--- src/hw/rtl/assert_macros.svh ---
// Assertion macros shared by the breaker RTL; empty when synthesizing.
`ifndef ASSERT_MACROS_SVH
`define ASSERT_MACROS_SVH

`ifndef SYNTHESIS

// Clocked check, disabled while reset is asserted (active low).
`define CSB_ASSERT(lbl, clk, rstn, prop, msg) \
    lbl: assert property (@(posedge clk) disable iff (!rstn) prop) else $error(msg);

// Clocked check that also runs through reset.
`define CSB_ASSERT_ALWAYS(lbl, clk, prop, msg) \
    lbl: assert property (@(posedge clk) prop) else $error(msg);

`else

`define CSB_ASSERT(lbl, clk, rstn, prop, msg)
`define CSB_ASSERT_ALWAYS(lbl, clk, prop, msg)

`endif

`endif

--- src/hw/rtl/csb_pkg.sv ---
// Types and constants for the per-service circuit breaker.
package csb_pkg;

    // Field widths of the stream words
    localparam int MODE_W     = 2;
    localparam int SVC_ID_W   = 4;
    localparam int TIME_W     = 32;
    localparam int COUNT_W    = 8;
    localparam int STATE_W    = 2;
    localparam int LIMIT_W    = 8;
    localparam int TIMEOUT_W  = 16;
    localparam int CFG_ADDR_W = 2;
    localparam int CFG_DATA_W = 16;
    localparam int S_TDATA_W  = 40;  // service_id + now_seconds, padded to bytes
    localparam int M_TDATA_W  = 24;  // allow + state + fails + successes, padded

    // Highest service count that a service_id can address
    localparam int MAX_SERVICES = 2 ** SVC_ID_W;

    // Reset values of the configuration registers
    localparam logic [LIMIT_W-1:0]   FAIL_LIMIT_RST   = 8'd3;
    localparam logic [TIMEOUT_W-1:0] OPEN_TIMEOUT_RST = 16'd30;
    localparam logic [LIMIT_W-1:0]   CLOSE_LIMIT_RST  = 8'd5;

    localparam logic [COUNT_W-1:0] COUNT_MAX = '1;

    typedef enum logic [MODE_W-1:0] {
        MODE_CHECK   = 2'd0,
        MODE_FAIL    = 2'd1,
        MODE_SUCCESS = 2'd2
    } mode_t;

    typedef enum logic [STATE_W-1:0] {
        ST_CLOSED  = 2'd0,
        ST_HALF    = 2'd1,
        ST_OPEN    = 2'd2,
        ST_UNKNOWN = 2'd3
    } brk_state_t;

    typedef enum logic [CFG_ADDR_W-1:0] {
        CFG_FAIL_LIMIT   = 2'd0,
        CFG_OPEN_TIMEOUT = 2'd1,
        CFG_CLOSE_LIMIT  = 2'd2
    } cfg_addr_t;

    // One stored breaker entry (the known flag lives beside it)
    typedef struct packed {
        brk_state_t          state;
        logic [COUNT_W-1:0]  fails;
        logic [COUNT_W-1:0]  successes;
        logic [TIME_W-1:0]   changed_at;
    } entry_t;

    typedef struct packed {
        logic [LIMIT_W-1:0]   fail_limit;
        logic [TIMEOUT_W-1:0] open_timeout;
        logic [LIMIT_W-1:0]   close_limit;
    } cfg_t;

    // Table write request from the update logic
    typedef struct packed {
        logic   en;
        entry_t entry;
    } tbl_wr_t;

    typedef struct packed {
        logic               allow;
        brk_state_t         state;
        logic [COUNT_W-1:0] fails;
        logic [COUNT_W-1:0] successes;
    } result_t;

    function automatic logic [COUNT_W-1:0] sat_inc(input logic [COUNT_W-1:0] v);
        return (v == COUNT_MAX) ? COUNT_MAX : v + 1'b1;
    endfunction

endpackage

--- src/hw/rtl/csb_table.sv ---
// Breaker entry table: flip-flop rows, one combinational read and one write port.
module csb_table #(
    parameter int DEPTH = 16,
    parameter int IDX_W = 4
) (
    input  logic                 aclk,
    input  logic                 aresetn,
    input  logic [IDX_W-1:0]     rd_idx,
    output logic                 rd_known,
    output csb_pkg::entry_t      rd_entry,
    input  logic [IDX_W-1:0]     wr_idx,
    input  csb_pkg::tbl_wr_t     wr
);

    logic            known_reg [DEPTH];
    csb_pkg::entry_t entry_reg [DEPTH];

    // Read at the index of the item in the input register
    assign rd_known = known_reg[rd_idx];
    assign rd_entry = entry_reg[rd_idx];

    // Known flags clear at reset; entry payload needs none
    always_ff @(posedge aclk) begin
        if (!aresetn) begin
            for (int i = 0; i < DEPTH; i++) begin
                known_reg[i] <= 1'b0;
            end
        end else if (wr.en) begin
            known_reg[wr_idx] <= 1'b1;
        end
    end

    always_ff @(posedge aclk) begin
        if (wr.en) begin
            entry_reg[wr_idx] <= wr.entry;
        end
    end

endmodule

--- src/hw/rtl/csb_update.sv ---
// Next-entry and result logic for one breaker request.
module csb_update (
    input  logic                          in_range,
    input  csb_pkg::mode_t                mode,
    input  logic [csb_pkg::TIME_W-1:0]    now,
    input  csb_pkg::cfg_t                 cfg,
    input  logic                          rd_known,
    input  csb_pkg::entry_t               rd_entry,
    output csb_pkg::tbl_wr_t              wr,
    output csb_pkg::result_t              result
);

    logic [csb_pkg::TIME_W-1:0]  elapsed;
    logic                        timed_out;
    logic [csb_pkg::COUNT_W-1:0] fails_inc;
    logic [csb_pkg::COUNT_W-1:0] succ_inc;
    logic                        known_next;
    logic                        allow;
    csb_pkg::entry_t             nxt;

    // Wrapping elapsed time and saturated counter bumps
    assign elapsed   = now - rd_entry.changed_at;
    assign timed_out = elapsed >= {{(csb_pkg::TIME_W-csb_pkg::TIMEOUT_W){1'b0}},
                                   cfg.open_timeout};
    assign fails_inc = csb_pkg::sat_inc(rd_entry.fails);
    assign succ_inc  = csb_pkg::sat_inc(rd_entry.successes);

    // Breaker transitions
    always_comb begin
        nxt        = rd_entry;
        known_next = rd_known;
        allow      = 1'b0;
        wr.en      = 1'b0;
        if (!in_range) begin
            allow = (mode == csb_pkg::MODE_CHECK);
        end else if (!rd_known) begin
            unique case (mode)
                csb_pkg::MODE_CHECK: begin
                    allow = 1'b1;
                end
                csb_pkg::MODE_FAIL: begin
                    known_next     = 1'b1;
                    nxt.state      = csb_pkg::ST_CLOSED;
                    nxt.fails      = {{(csb_pkg::COUNT_W-1){1'b0}}, 1'b1};
                    nxt.successes  = '0;
                    nxt.changed_at = now;
                    wr.en          = 1'b1;
                end
                default: ;
            endcase
        end else begin
            wr.en = 1'b1;
            unique case (mode)
                csb_pkg::MODE_CHECK: begin
                    if (rd_entry.state == csb_pkg::ST_OPEN) begin
                        if (timed_out) begin
                            nxt.state     = csb_pkg::ST_HALF;
                            nxt.fails     = '0;
                            nxt.successes = '0;
                            allow         = 1'b1;
                        end
                    end else begin
                        allow = 1'b1;
                    end
                end
                csb_pkg::MODE_FAIL: begin
                    case (rd_entry.state)
                        csb_pkg::ST_CLOSED: begin
                            nxt.changed_at = now;
                            nxt.fails      = fails_inc;
                            if (fails_inc > cfg.fail_limit) begin
                                nxt.state = csb_pkg::ST_OPEN;
                            end
                        end
                        csb_pkg::ST_HALF: begin
                            nxt.state      = csb_pkg::ST_OPEN;
                            nxt.changed_at = now;
                            nxt.successes  = '0;
                        end
                        default: ;
                    endcase
                end
                csb_pkg::MODE_SUCCESS: begin
                    if (rd_entry.state == csb_pkg::ST_HALF) begin
                        if (succ_inc > cfg.close_limit) begin
                            nxt.state     = csb_pkg::ST_CLOSED;
                            nxt.fails     = '0;
                            nxt.successes = '0;
                        end else begin
                            nxt.successes = succ_inc;
                        end
                    end
                end
                default: ;
            endcase
        end
        wr.entry = nxt;
    end

    // Report the entry after the step; unknown reads as zero counts
    always_comb begin
        result.allow = allow;
        if (in_range && known_next) begin
            result.state     = nxt.state;
            result.fails     = nxt.fails;
            result.successes = nxt.successes;
        end else begin
            result.state     = csb_pkg::ST_UNKNOWN;
            result.fails     = '0;
            result.successes = '0;
        end
    end

endmodule

--- src/hw/rtl/per_service_circuit_breaker_unit.sv ---
// Top level of the per-service circuit breaker: stream ports, config and pipeline.
// Each input word is a check, fail or success report for one service and returns
// one result word. The block sustains one word per clock unless m_tready stalls;
// a word sits in an input register, its table entry is read, updated and written
// back while it sits there, and the result lands in an output register, which
// drives m_tvalid. The single read-modify-write of the entry table per cycle
// sets the rate; since the write lands at the same edge that moves the next word
// in, back-to-back words for one service always see the updated entry. Reset
// clears all entries at once (no clearing pass). Services at or above
// NUM_SERVICES report unknown with zero counts. Configuration writes take effect
// at the next edge and should be made while the block is idle.
`include "assert_macros.svh"

module per_service_circuit_breaker_unit #(
    parameter int NUM_SERVICES = 16
) (
    input  logic                               aclk,
    input  logic                               aresetn,
    // input stream
    input  logic                               s_tvalid,
    output logic                               s_tready,
    input  logic [csb_pkg::S_TDATA_W-1:0]      s_tdata,  // [3:0] service_id, [35:4] now_seconds
    input  logic [csb_pkg::MODE_W-1:0]         s_tuser,  // [1:0] mode
    // result stream
    output logic                               m_tvalid,
    input  logic                               m_tready,
    output logic [csb_pkg::M_TDATA_W-1:0]      m_tdata,  // [0] allow, [2:1] breaker_state,
                                                         // [10:3] fails_now, [18:11] successes_now
    // configuration writes
    input  logic                               cfg_wr_en,
    input  logic [csb_pkg::CFG_ADDR_W-1:0]     cfg_addr,
    input  logic [csb_pkg::CFG_DATA_W-1:0]     cfg_wdata
);

    localparam int TABLE_DEPTH = (NUM_SERVICES < csb_pkg::MAX_SERVICES) ?
                                 NUM_SERVICES : csb_pkg::MAX_SERVICES;
    localparam int IDX_W       = (TABLE_DEPTH > 1) ? $clog2(TABLE_DEPTH) : 1;

    // Config registers
    csb_pkg::cfg_t cfg_reg, cfg_next;

    always_comb begin
        cfg_next = cfg_reg;
        if (cfg_wr_en) begin
            unique case (cfg_addr)
                csb_pkg::CFG_FAIL_LIMIT:
                    cfg_next.fail_limit = cfg_wdata[csb_pkg::LIMIT_W-1:0];
                csb_pkg::CFG_OPEN_TIMEOUT:
                    cfg_next.open_timeout = cfg_wdata[csb_pkg::TIMEOUT_W-1:0];
                csb_pkg::CFG_CLOSE_LIMIT:
                    cfg_next.close_limit = cfg_wdata[csb_pkg::LIMIT_W-1:0];
                default: ;
            endcase
        end
    end

    always_ff @(posedge aclk) begin
        if (!aresetn) begin
            cfg_reg.fail_limit   <= csb_pkg::FAIL_LIMIT_RST;
            cfg_reg.open_timeout <= csb_pkg::OPEN_TIMEOUT_RST;
            cfg_reg.close_limit  <= csb_pkg::CLOSE_LIMIT_RST;
        end else begin
            cfg_reg <= cfg_next;
        end
    end

    // Pipeline handshake
    logic in_valid_reg, in_valid_next;
    logic out_valid_reg, out_valid_next;
    logic adv;
    logic in_take;

    assign adv            = in_valid_reg & (~out_valid_reg | m_tready);
    assign s_tready       = ~in_valid_reg | adv;
    assign in_take        = s_tvalid & s_tready;
    assign in_valid_next  = in_take | (in_valid_reg & ~adv);
    assign out_valid_next = adv | (out_valid_reg & ~m_tready);

    always_ff @(posedge aclk) begin
        if (!aresetn) begin
            in_valid_reg  <= 1'b0;
            out_valid_reg <= 1'b0;
        end else begin
            in_valid_reg  <= in_valid_next;
            out_valid_reg <= out_valid_next;
        end
    end

    // Input word register
    csb_pkg::mode_t                in_mode_reg;
    logic [csb_pkg::SVC_ID_W-1:0]  in_svc_reg;
    logic [csb_pkg::TIME_W-1:0]    in_now_reg;

    always_ff @(posedge aclk) begin
        if (in_take) begin
            in_mode_reg <= csb_pkg::mode_t'(s_tuser);
            in_svc_reg  <= s_tdata[csb_pkg::SVC_ID_W-1:0];
            in_now_reg  <= s_tdata[csb_pkg::SVC_ID_W +: csb_pkg::TIME_W];
        end
    end

    // Entry lookup and update
    logic              in_range;
    logic [IDX_W-1:0]  tbl_idx;
    logic              rd_known;
    csb_pkg::entry_t   rd_entry;
    csb_pkg::tbl_wr_t  upd_wr;
    csb_pkg::tbl_wr_t  tbl_wr;
    csb_pkg::result_t  upd_result;

    assign in_range = 32'(in_svc_reg) < NUM_SERVICES;
    assign tbl_idx  = in_svc_reg[IDX_W-1:0];

    csb_table #(
        .DEPTH (TABLE_DEPTH),
        .IDX_W (IDX_W)
    ) u_table (
        .aclk     (aclk),
        .aresetn  (aresetn),
        .rd_idx   (tbl_idx),
        .rd_known (rd_known),
        .rd_entry (rd_entry),
        .wr_idx   (tbl_idx),
        .wr       (tbl_wr)
    );

    csb_update u_update (
        .in_range (in_range),
        .mode     (in_mode_reg),
        .now      (in_now_reg),
        .cfg      (cfg_reg),
        .rd_known (rd_known),
        .rd_entry (rd_entry),
        .wr       (upd_wr),
        .result   (upd_result)
    );

    // Commit only when the word moves on to the output register
    always_comb begin
        tbl_wr    = upd_wr;
        tbl_wr.en = upd_wr.en & adv & in_range;
    end

    // Output word register
    csb_pkg::result_t out_reg;

    always_ff @(posedge aclk) begin
        if (adv) begin
            out_reg <= upd_result;
        end
    end

    assign m_tvalid = out_valid_reg;
    assign m_tdata  = {{(csb_pkg::M_TDATA_W - 1 - csb_pkg::STATE_W - 2*csb_pkg::COUNT_W){1'b0}},
                       out_reg.successes, out_reg.fails, out_reg.state, out_reg.allow};

    // Checks
    `CSB_ASSERT(a_allow_only_check, aclk, aresetn,
        adv && (in_mode_reg != csb_pkg::MODE_CHECK) |=> !out_reg.allow,
        "allow set for a report word")
    `CSB_ASSERT(a_fail_creates_entry, aclk, aresetn,
        adv && in_range && (in_mode_reg == csb_pkg::MODE_FAIL) |=>
            (out_reg.state != csb_pkg::ST_UNKNOWN),
        "fail report left entry unknown")
    `CSB_ASSERT(a_unknown_zero_counts, aclk, aresetn,
        out_valid_reg && (out_reg.state == csb_pkg::ST_UNKNOWN) |->
            (out_reg.fails == '0) && (out_reg.successes == '0),
        "unknown entry reported nonzero counts")
    `CSB_ASSERT_ALWAYS(a_reset_empties, aclk,
        !aresetn |=> !m_tvalid && !in_valid_reg,
        "pipeline not empty after reset")

endmodule

--- config.mk ---
export PLATFORM = sky130hd
export DESIGN_NAME = per_service_circuit_breaker_unit
export DESIGN_NICKNAME = d
export VERILOG_FILES = /design/src/hw/rtl/csb_pkg.sv /design/src/hw/rtl/csb_table.sv /design/src/hw/rtl/csb_update.sv /design/src/hw/rtl/per_service_circuit_breaker_unit.sv
export VERILOG_INCLUDE_DIRS = /design/src /design/src/hw/rtl
export SDC_FILE = /design/constraint.sdc
export NUM_CORES = 1
export LEC_CHECK = 0
export ABC_AREA = 1
export BUFFER_PORTS_ARGS = -buffer_cell sky130_fd_sc_hd__buf_2
export CAP_MARGIN = 5
export CORE_MARGIN = 1.5
export CORE_UTILIZATION = 31
export CTS_CLUSTER_DIAMETER = 30
export DETAILED_ROUTE_END_ITERATION = 6
export RECOVER_POWER = 25
export SLEW_MARGIN = 5
export SYNTH_ARGS = -nofsm -noshare
export SYNTH_HDL_FRONTEND = slang
export SYNTH_HIERARCHICAL = 1
export SYNTH_SLANG_ARGS = --single-unit
export TNS_END_PERCENT = 20
--- constraint.sdc ---
create_clock -name aclk -period 8.12 [get_ports aclk]
set_input_delay 0.812 -clock aclk [delete_from_list [all_inputs] [get_ports aclk]]
set_output_delay 0.812 -clock aclk [all_outputs]
set_load 0.05 [all_outputs]
=== Yosys cells after proc, flatten, opt, wreduce, memory -nomap -nowiden ===
Memories as Yosys holds them, arrays and structs flattened. A register that Yosys moved wholly into a read port is not among the register bits.
Index checks and enable logic that the tools add are counted.
W data, S select, Z words.

* Flip-flop bits (word level): 91
* RAM bits: 816
* Output and inout bits: 26
* Logic and storage cells: 82
* Memories: 2

{| class="wikitable"
|+ Memory list
! name !! depth !! bits a word !! rd ports !! clocked after memory_dff !! write ports !! line !! text
|-
| u_table.entry_reg || 16 || 50 || 1 || 1 || 1 || csb_table.sv:16 || <nowiki>csb_pkg::entry_t entry_reg [DEPTH];</nowiki>
|-
| u_table.known_reg || 16 || 1 || 1 || 1 || 16 || csb_table.sv:15 || <nowiki>logic known_reg [DEPTH];</nowiki>
|}

* Add/subtract/negate cells: 3
* Order comparisons: 3
* Equal/unequal tests: 8
* Multiplexer cells: 33
* Bitwise logic cells: 13
* Reduce and logical (&&, ||, !) cells: 8

{| class="wikitable"
|+ Operators with widths
! kind !! count
|-
| $mux W50 || 2
|-
| $mux W32 || 2
|-
| $mux W18 || 3
|-
| $pmux W18 S3 || 1
|-
| $mux W8 || 5
|-
| $ge A32 B16 Y1 || 1
|-
| $sub A32 B32 Y32 || 1
|-
| $add A8 B1 Y8 const B || 2
|-
| $eq A8 B8 Y1 const B || 2
|-
| $gt A8 B8 Y1 || 2
|-
| $mux W1 || 14
|-
| $mux W4 || 3
|-
| $mux W10 || 1
|-
| $eq A2 B1 Y1 const B || 3
|-
| $eq A2 B2 Y1 const B || 3
|-
| $logic_not A2 Y1 || 3
|-
| $reduce_and A2 Y1 || 3
|-
| $and A1 B1 Y1 || 5
|-
| $not A1 Y1 || 4
|-
| $or A1 B1 Y1 || 4
|-
| $pmux W2 S2 || 1
|-
| $mux W2 || 1
|-
| $reduce_or A2 Y1 || 1
|-
| $reduce_or A1 Y1 || 1
|}

=== Depth between registers and ports, before layout ===
Gate-level depths: netlist of run 1.

* Word-level depth: 9
* Gate-level depth with buffers: 37

=== Cells and area by module ===
The synthesis of run 1 kept the hierarchy.

{| class="wikitable"
|+ Modules (own cells, without submodules)
! module !! instances !! cells each !! area an instance (sq um) !! seq. area each (sq um)
|-
| csb_table || 1 || 3344 || 34714.5 || 24343.3
|-
| csb_update || 1 || 1052 || 5238.8 || 0.0
|-
| per_service_circuit_breaker_unit || 1 || 273 || 3195.6 || 2392.3
|}

=== Worst setup path after synthesis of run 1 ===
Ideal clock, no wire load.

* Path type: flip-flop to flip-flop
* Start point: register in_svc_reg[0] (netlist bit)
* End point: memory u_table/entry_reg[14][0] (netlist bit), enable pin
* Library setup time: 0.459 ns
* Data arrival time: 4.602 ns
* Data required time: 7.661 ns
* Path slack: 3.059 ns
* Cell stages (with the launch flop): 17
* Period minus slack after synthesis: 5.061 ns
* Cells stage by stage: edfxtp_1 > buf_2 > buf_2 > buf_2 > nand2_1 > nand3_1 > nand3_1 > nand3_1 > nand2_1 > nor2_1 > inv_1 > nand2_1 > inv_1 > buf_4 > nor3b_1 > nand3_1 > nor2_1

{| class="wikitable"
|+ RTL lines
! item !! line !! text
|-
| start, declared || per_service_circuit_breaker_unit.sv:91 || <nowiki>logic [csb_pkg::SVC_ID_W-1:0] in_svc_reg;</nowiki>
|-
| start signal, assigned || per_service_circuit_breaker_unit.sv:97 || <nowiki>in_svc_reg <= s_tdata[csb_pkg::SVC_ID_W-1:0];</nowiki>
|-
| end, declared || csb_table.sv:16 ||
|}

Straight into the memory's write port.

=== Worst setup path in the final report of run 1 ===
* Start point: register in_svc_reg[1] (netlist bit)
* End point: memory u_table/entry_reg[13][13] (netlist bit), enable pin

Straight into the memory's write port.

==> flow_summary.toml, run 1 <==
[run_status]
status = "finished with violations"
violations = "capacitance limit, slew limit"

[timing]
relSlewSlack_pct = -126.0
worstMarginPinSlew_ns = 3.389
max_freq_mhz = 135.5
skew_ns = 0.02866
setup_ws_ns = 0.7373
final_hold_viol_count = 0
grt_setup_unrepaired = "no"
min_period_over_period_pct = 90.92
period_needed_ns = 7.383
fin_setup_tns_ns = 0
whs_ns = 0.2118
drv_slew = 581
setup_viol = 0

[drt]
first_pass_iters = 6
ant_nets = 0
routedWlPerCell_um = 17.52
drcViolationCount = 0
drtIter0Drc = 2740
num_vias = 31250
wl_um = 117100
drt-vias-per-instance = 4.676

[critical_path]
cp.arrival_ns = 7.77
worstPathMaxFanout = 124
reg2reg_from = "in_svc_reg[1]"
crit_chain = "buf_12, buf_4, nand3_1, nand3_1, nand3_1, nand2_1, nor2_1, inv_1, nand2_1, inv_1, nor3b_1, nand3_1, nor2_1, buf_4"
crit_buf_inv = 5
critPathTopFamily = "simple AND/OR/NAND/NOR gates"
end_kind = "flip-flop"
crit_slowest_cell = "nor2_1"
worst-endpoint-required_ns = 8.51
crit_top_cell = "nand3_1"
max_stage_delay_ns = 1.56
crit_start = "in_svc_reg[1]"
start_kind = "flip-flop"
critical_path_class = "reg -> reg"

[place]
dp_slack_ns = 1.632
place_congestion = 0.8746
place.port_buffers = 81
hpwl_um = 65820

[global_routing]
grt-ovfl-total = 0
grt_pass1_vias = 29240
antenna_found_initial = 8
grt_pass1_wl_um = 177100
grtUsageTotal_pct = 16.44
grt_start_max_net_pins = 199

[synth]
yosys.area.top_type = "edfxtp_1"
yosysSeqAreaShare_pct = 61.96
ys_seq_elements = 907
synth_edf_count = 857
ys.flop_type = "edfxtp_1"
avgSynthCellArea_um2 = 9.242
async_flop_share_pct = 0
synthDistinctLibCells = 55
synth_top_area_share_pct = 59.64
syn_area_um2 = 43150
ys.warnings.count = 6
syn_inst = 4669
synth.area.top_cells = "edfxtp_1 (60%), nand2_1 (13%), inv_1 (7.8%), nand3_1 (7.8%), dfxtp_1 (2.3%)"

[floorplanning]
io_pins = 91
die-area_um2 = 141400
fp.dieW_um = 376.1
rows = 136
core_area_um2 = 137800
start_util_pct = 31.31
fp.dieH_um = 376.1

[finish]
drive_gt1_share_pct = 8.182
num-nets-final = 4898
final_common_cell = "nand2_1"
final_cell_mix = "nand2_1 (1,461), inv_1 (897), edfxtp_1 (857), nand3_1 (676), nor2_1 (187)"
syn2layout_area_growth_pct = 17.44
largest_register_ffs = 800

[clock_network]
h-tree-depth = 4
postCtsSetupRepairBufs = 0
cts_root_buf = "clkbuf_16"
numCtsBuffers = 151
cts_hold_buf = 0
clk_latency_ns = 0.78
cts_tree = "built"
clock-sinks = 907
cts_resized = 0
clkTransAtPathRegs_ns = 0.06
cts_buffer_depth = 3

[worst_hold_path]
worstHoldPathType = "in -> reg"
hold_path.startpoint = "s_tdata[12]"

[power]
p_leak_nw = 22.27
swShare_pct = 24.60
p_int_mw = 9.896
clkPwrFrac_pct = 50.1
power_density_nw_per_um2 = 259.0
combPwrFrac_pct = 9.4
peakVddDrop_v = 0.0002071
power.sequential.fraction_pct = 40.5
p_sw_mw = 3.229

[job]
maxCapViolCount = 21
## synthesized netlist by cell type, types with 17 or more instances
master       n
nand2_1   1461
inv_1      899
edfxtp_1   857
nand3_1    674
nor2_1     198
a21oi_1    101
clkbuf_1    89
buf_2       82
ha_1        65
dfxtp_1     50
o21ai_0     26
xor2_1      17
## worst paths after layout
| check | endpoint | slack [ns] | cells past startpoint |
|---|---|---|---|
| setup reg to reg | u_table/entry_reg[13][13] | 0.74 | 14 |
| setup / recovery | u_table/entry_reg[13][13] | 0.74 | 14 |
| hold reg to reg | cfg_reg[2] | 0.46 | 2 |
| hold / removal | in_now_reg[8] | 0.21 | 1 |
## metrics by stage
stage,power [mW],utilization [%],instance area [µm²],cells
3_3_place_gp,6.624,33.07,45580,6408
2_1_floorplan,6.236,-,43160,4673
4_1_cts,13.23,36.88,50830,6683
5_1_grt,13.58,36.77,50670,6684
3_5_place_dp,6.636,33.07,45580,6408
6_report,13.13,36.77,50670,6684
## cells by family after synthesis
kind of cell,count (synthesis),share of synthesized area [%]
other,2,0.01740
adder cells (fa/ha/maj),66,1.931
AO/OA/AOI/OAI,167,2.169
XOR/XNOR,19,0.3857
multiplexers,1,0.02610
buffers and inverters,1106,10.04
flip-flops,907,61.96
AND/OR/NAND/NOR,2401,23.47
## routing by layer
layer	vias to the layer above	wire length [µm]	GRT usage, %	share of wire [%]
met4	0	3587	6.467	3.1
met5	-	0	0	0
met2	1074	54660	26.77	47
li1	15150	-	-	-
met3	218	7557	2.218	6.5
met1	14810	51280	22.16	44
## area by class of cell
| type | instances | area (µm²) |
|---|---|---|
| flip-flops and latches | 907 | 26740 |
| inverters | 905 | 3413 |
| multi-input cells | 2660 | 12160 |
| repair buffers | 142 | 863.3 |
| clock inverters | 107 | 1348 |
| fillers | 13620 | 87160 |
| diodes | 1 | 2.502 |
| well taps | 1794 | 2245 |
| clock buffers | 168 | 3905 |
## power groups by stage
| stage | clock network, mW | registers (mW) | logic [mW] |
|---|---|---|---|
| floorplan | 0 | 5.40 | 0.837 |
| global placement | 0 | 5.40 | 1.23 |
| detailed placement | 0 | 5.40 | 1.24 |
| CTS | 6.67 | 5.31 | 1.25 |
| global route | 6.88 | 5.31 | 1.39 |
| finish | 6.58 | 5.31 | 1.24 |
Note: power is estimated with default switching activity, not from simulation.
==> run 2: changes to the inputs <==
==> constraint.sdc (replaced) <==
create_clock -name aclk -period 8.12 [get_ports aclk]
set_input_delay 0 -clock aclk [delete_from_list [all_inputs] [get_ports aclk]]
set_output_delay 0 -clock aclk [all_outputs]
set_load 0.05 [all_outputs]
==> run 2 against run 1 <==
Net effect: the run still ends with capacitance limit, slew limit left; flip-flop and latch count unchanged; core utilization up 1.1 points; cell area up 2.9%; total power up 1.5%; clock-buffer cell count up 9; clock power up 2%; register-to-register slack better by 0.42 ns.
==> flow_summary.toml, run 2 (synthesized netlist as in run 1, its figures left out) <==
[global_routing]
antenna_found_initial = 7
grt-ovfl-total = 0
grt_pass1_vias = 29970
grt_start_max_net_pins = 159
grtUsageTotal_pct = 16.59
grt_pass1_wl_um = 178900

[timing]
final_hold_viol_count = 0
period_needed_ns = 6.965
grt_setup_unrepaired = "no"
worstMarginPinSlew_ns = 3.169
drv_slew = 336
setup_viol = 0
min_period_over_period_pct = 85.78
relSlewSlack_pct = -111.2
max_freq_mhz = 143.6
skew_ns = 0.02074
fin_setup_tns_ns = 0
setup_ws_ns = 1.155

[clock_network]
clk_latency_ns = 0.77
cts_root_buf = "clkbuf_16"
cts_buffer_depth = 3
postCtsSetupRepairBufs = 0
clkTransAtPathRegs_ns = 0.05
clock-sinks = 907
h-tree-depth = 4
cts_hold_buf = 128
cts_tree = "built"
cts_resized = 0
numCtsBuffers = 154

[critical_path]
reg2reg_from = "in_svc_reg[0]"
cp.arrival_ns = 7.36
worst-endpoint-required_ns = 8.51
max_stage_delay_ns = 0.86
critical_path_class = "reg -> reg"
end_kind = "flip-flop"
worstPathMaxFanout = 152
r2r_end = "u_table/entry_reg[14][41]"
crit_top_cell = "nand2_1"
start_kind = "flip-flop"
rrSetupSlack_ns = 1.15
ff2ff_path_depth = 29
crit_slowest_cell = "a21oi_1"

[drt]
drtIter0Drc = 2881
drcViolationCount = 0
routedWlPerCell_um = 17.28
ant_nets = 0
drt-vias-per-instance = 4.629
first_pass_iters = 5
wl_um = 117900
num_vias = 31570

[finish]
diodes = 0
drive_gt1_share_pct = 8.255
num-nets-final = 5027
register_area_um2 = 26740
final_common_cell = "nand2_1"
multi_input_area_um2 = 12170
num-fill-cells = 13380
syn2layout_area_growth_pct = 20.86
final_cell_mix = "nand2_1 (1,461), inv_1 (898), edfxtp_1 (857), nand3_1 (676), nor2_1 (186)"
largest_register_ffs = 800

[run_status]
status = "finished with violations"
violations = "capacitance limit, slew limit"

[power]
power_density_nw_per_um2 = 255.4
peakVddDrop_v = 0.0001456
p_leak_nw = 22.95

[place]
place.port_buffers = 81
place_congestion = 0.9094
hpwl_um = 65510
dp_slack_ns = 1.310

[worst_hold_path]
hold_path.startpoint = "s_tdata[16]"
holdPathStages = 2
worstHoldPathType = "in -> reg"
hold_end = "in_now_reg[12]"

[floorplanning]
start_util_pct = 31.31
core_area_um2 = 137800
fp.dieW_um = 376.1
rows = 136
fp.dieH_um = 376.1
die-area_um2 = 141400
io_pins = 91

[job]
maxCapViolCount = 14
-- run 2: worst max-delay path, delay by kind of cell (launching register included) --
family / cells / cell delay (ns)
compound gates: 2 / 1.17
buf+inv: 3 / 1.46
xor+xnor: 1 / 0.44
simple gates: 21 / 1.80
flops: 1 / 0.70
fa+ha+maj: 2 / 0.81
-- run 2: cell type report --
class,count,area share [%]
sequential,907,51.27
tap,1794,4.304
clock inverter,110,2.613
clock buffer,177,7.798
multi-input combinational,2660,23.33
timing repair buffer,268,4.141
inverter,905,6.545
-- run 2: worst max-delay path by stage --
stage	from	slack, ns	depth (start not counted)	endpoint
2_1_floorplan	in_svc_reg[0]	3.06	16	u_table/entry_reg[14][0]
4_1_cts	in_svc_reg[0]	1.24	29	u_table/entry_reg[13][41]
6_report	in_svc_reg[0]	1.15	29	u_table/entry_reg[14][41]
3_3_place_gp	in_svc_reg[0]	1.30	31	u_table/entry_reg[14][41]
5_1_grt	in_svc_reg[0]	0.65	29	u_table/entry_reg[13][41]
3_5_place_dp	in_svc_reg[0]	1.31	29	u_table/entry_reg[14][41]
-- run 2: where the power goes --
part	internal, mW	leakage [nW]	switching (mW)
clock	4.41	2.62	2.31
combinational	0.371	12.2	0.922
sequential	5.28	8.17	0.0249
total	10.1	23.0	3.26
-- run 2: metrics by stage --
| step | util (%) | hold WS (ns) | power [mW] | area, µm² | instances |
|---|---|---|---|---|---|
| 2_1_floorplan | - | 0.09887 | 6.236 | 43160 | 4673 |
| 3_3_place_gp | 33.07 | 0.1788 | 6.625 | 45590 | 6406 |
| 3_5_place_dp | 33.07 | 0.1781 | 6.639 | 45590 | 6406 |
| 4_1_cts | 37.94 | 0.005264 | 13.43 | 52300 | 6821 |
| 5_1_grt | 37.84 | 0.03172 | 13.79 | 52150 | 6821 |
| 6_report | 37.84 | 0.02115 | 13.32 | 52150 | 6821 |
-- run 2: layer usage --
| layer | global-route usage (%) | wire, µm | vias up |
|---|---|---|---|
| li1 | - | - | 15420 |
| met1 | 21.76 | 51420 | 14960 |
| met2 | 27.58 | 56300 | 981 |
| met3 | 2.487 | 6793 | 209 |
| met4 | 6.444 | 3355 | 0 |
| met5 | 0 | 0 | - |
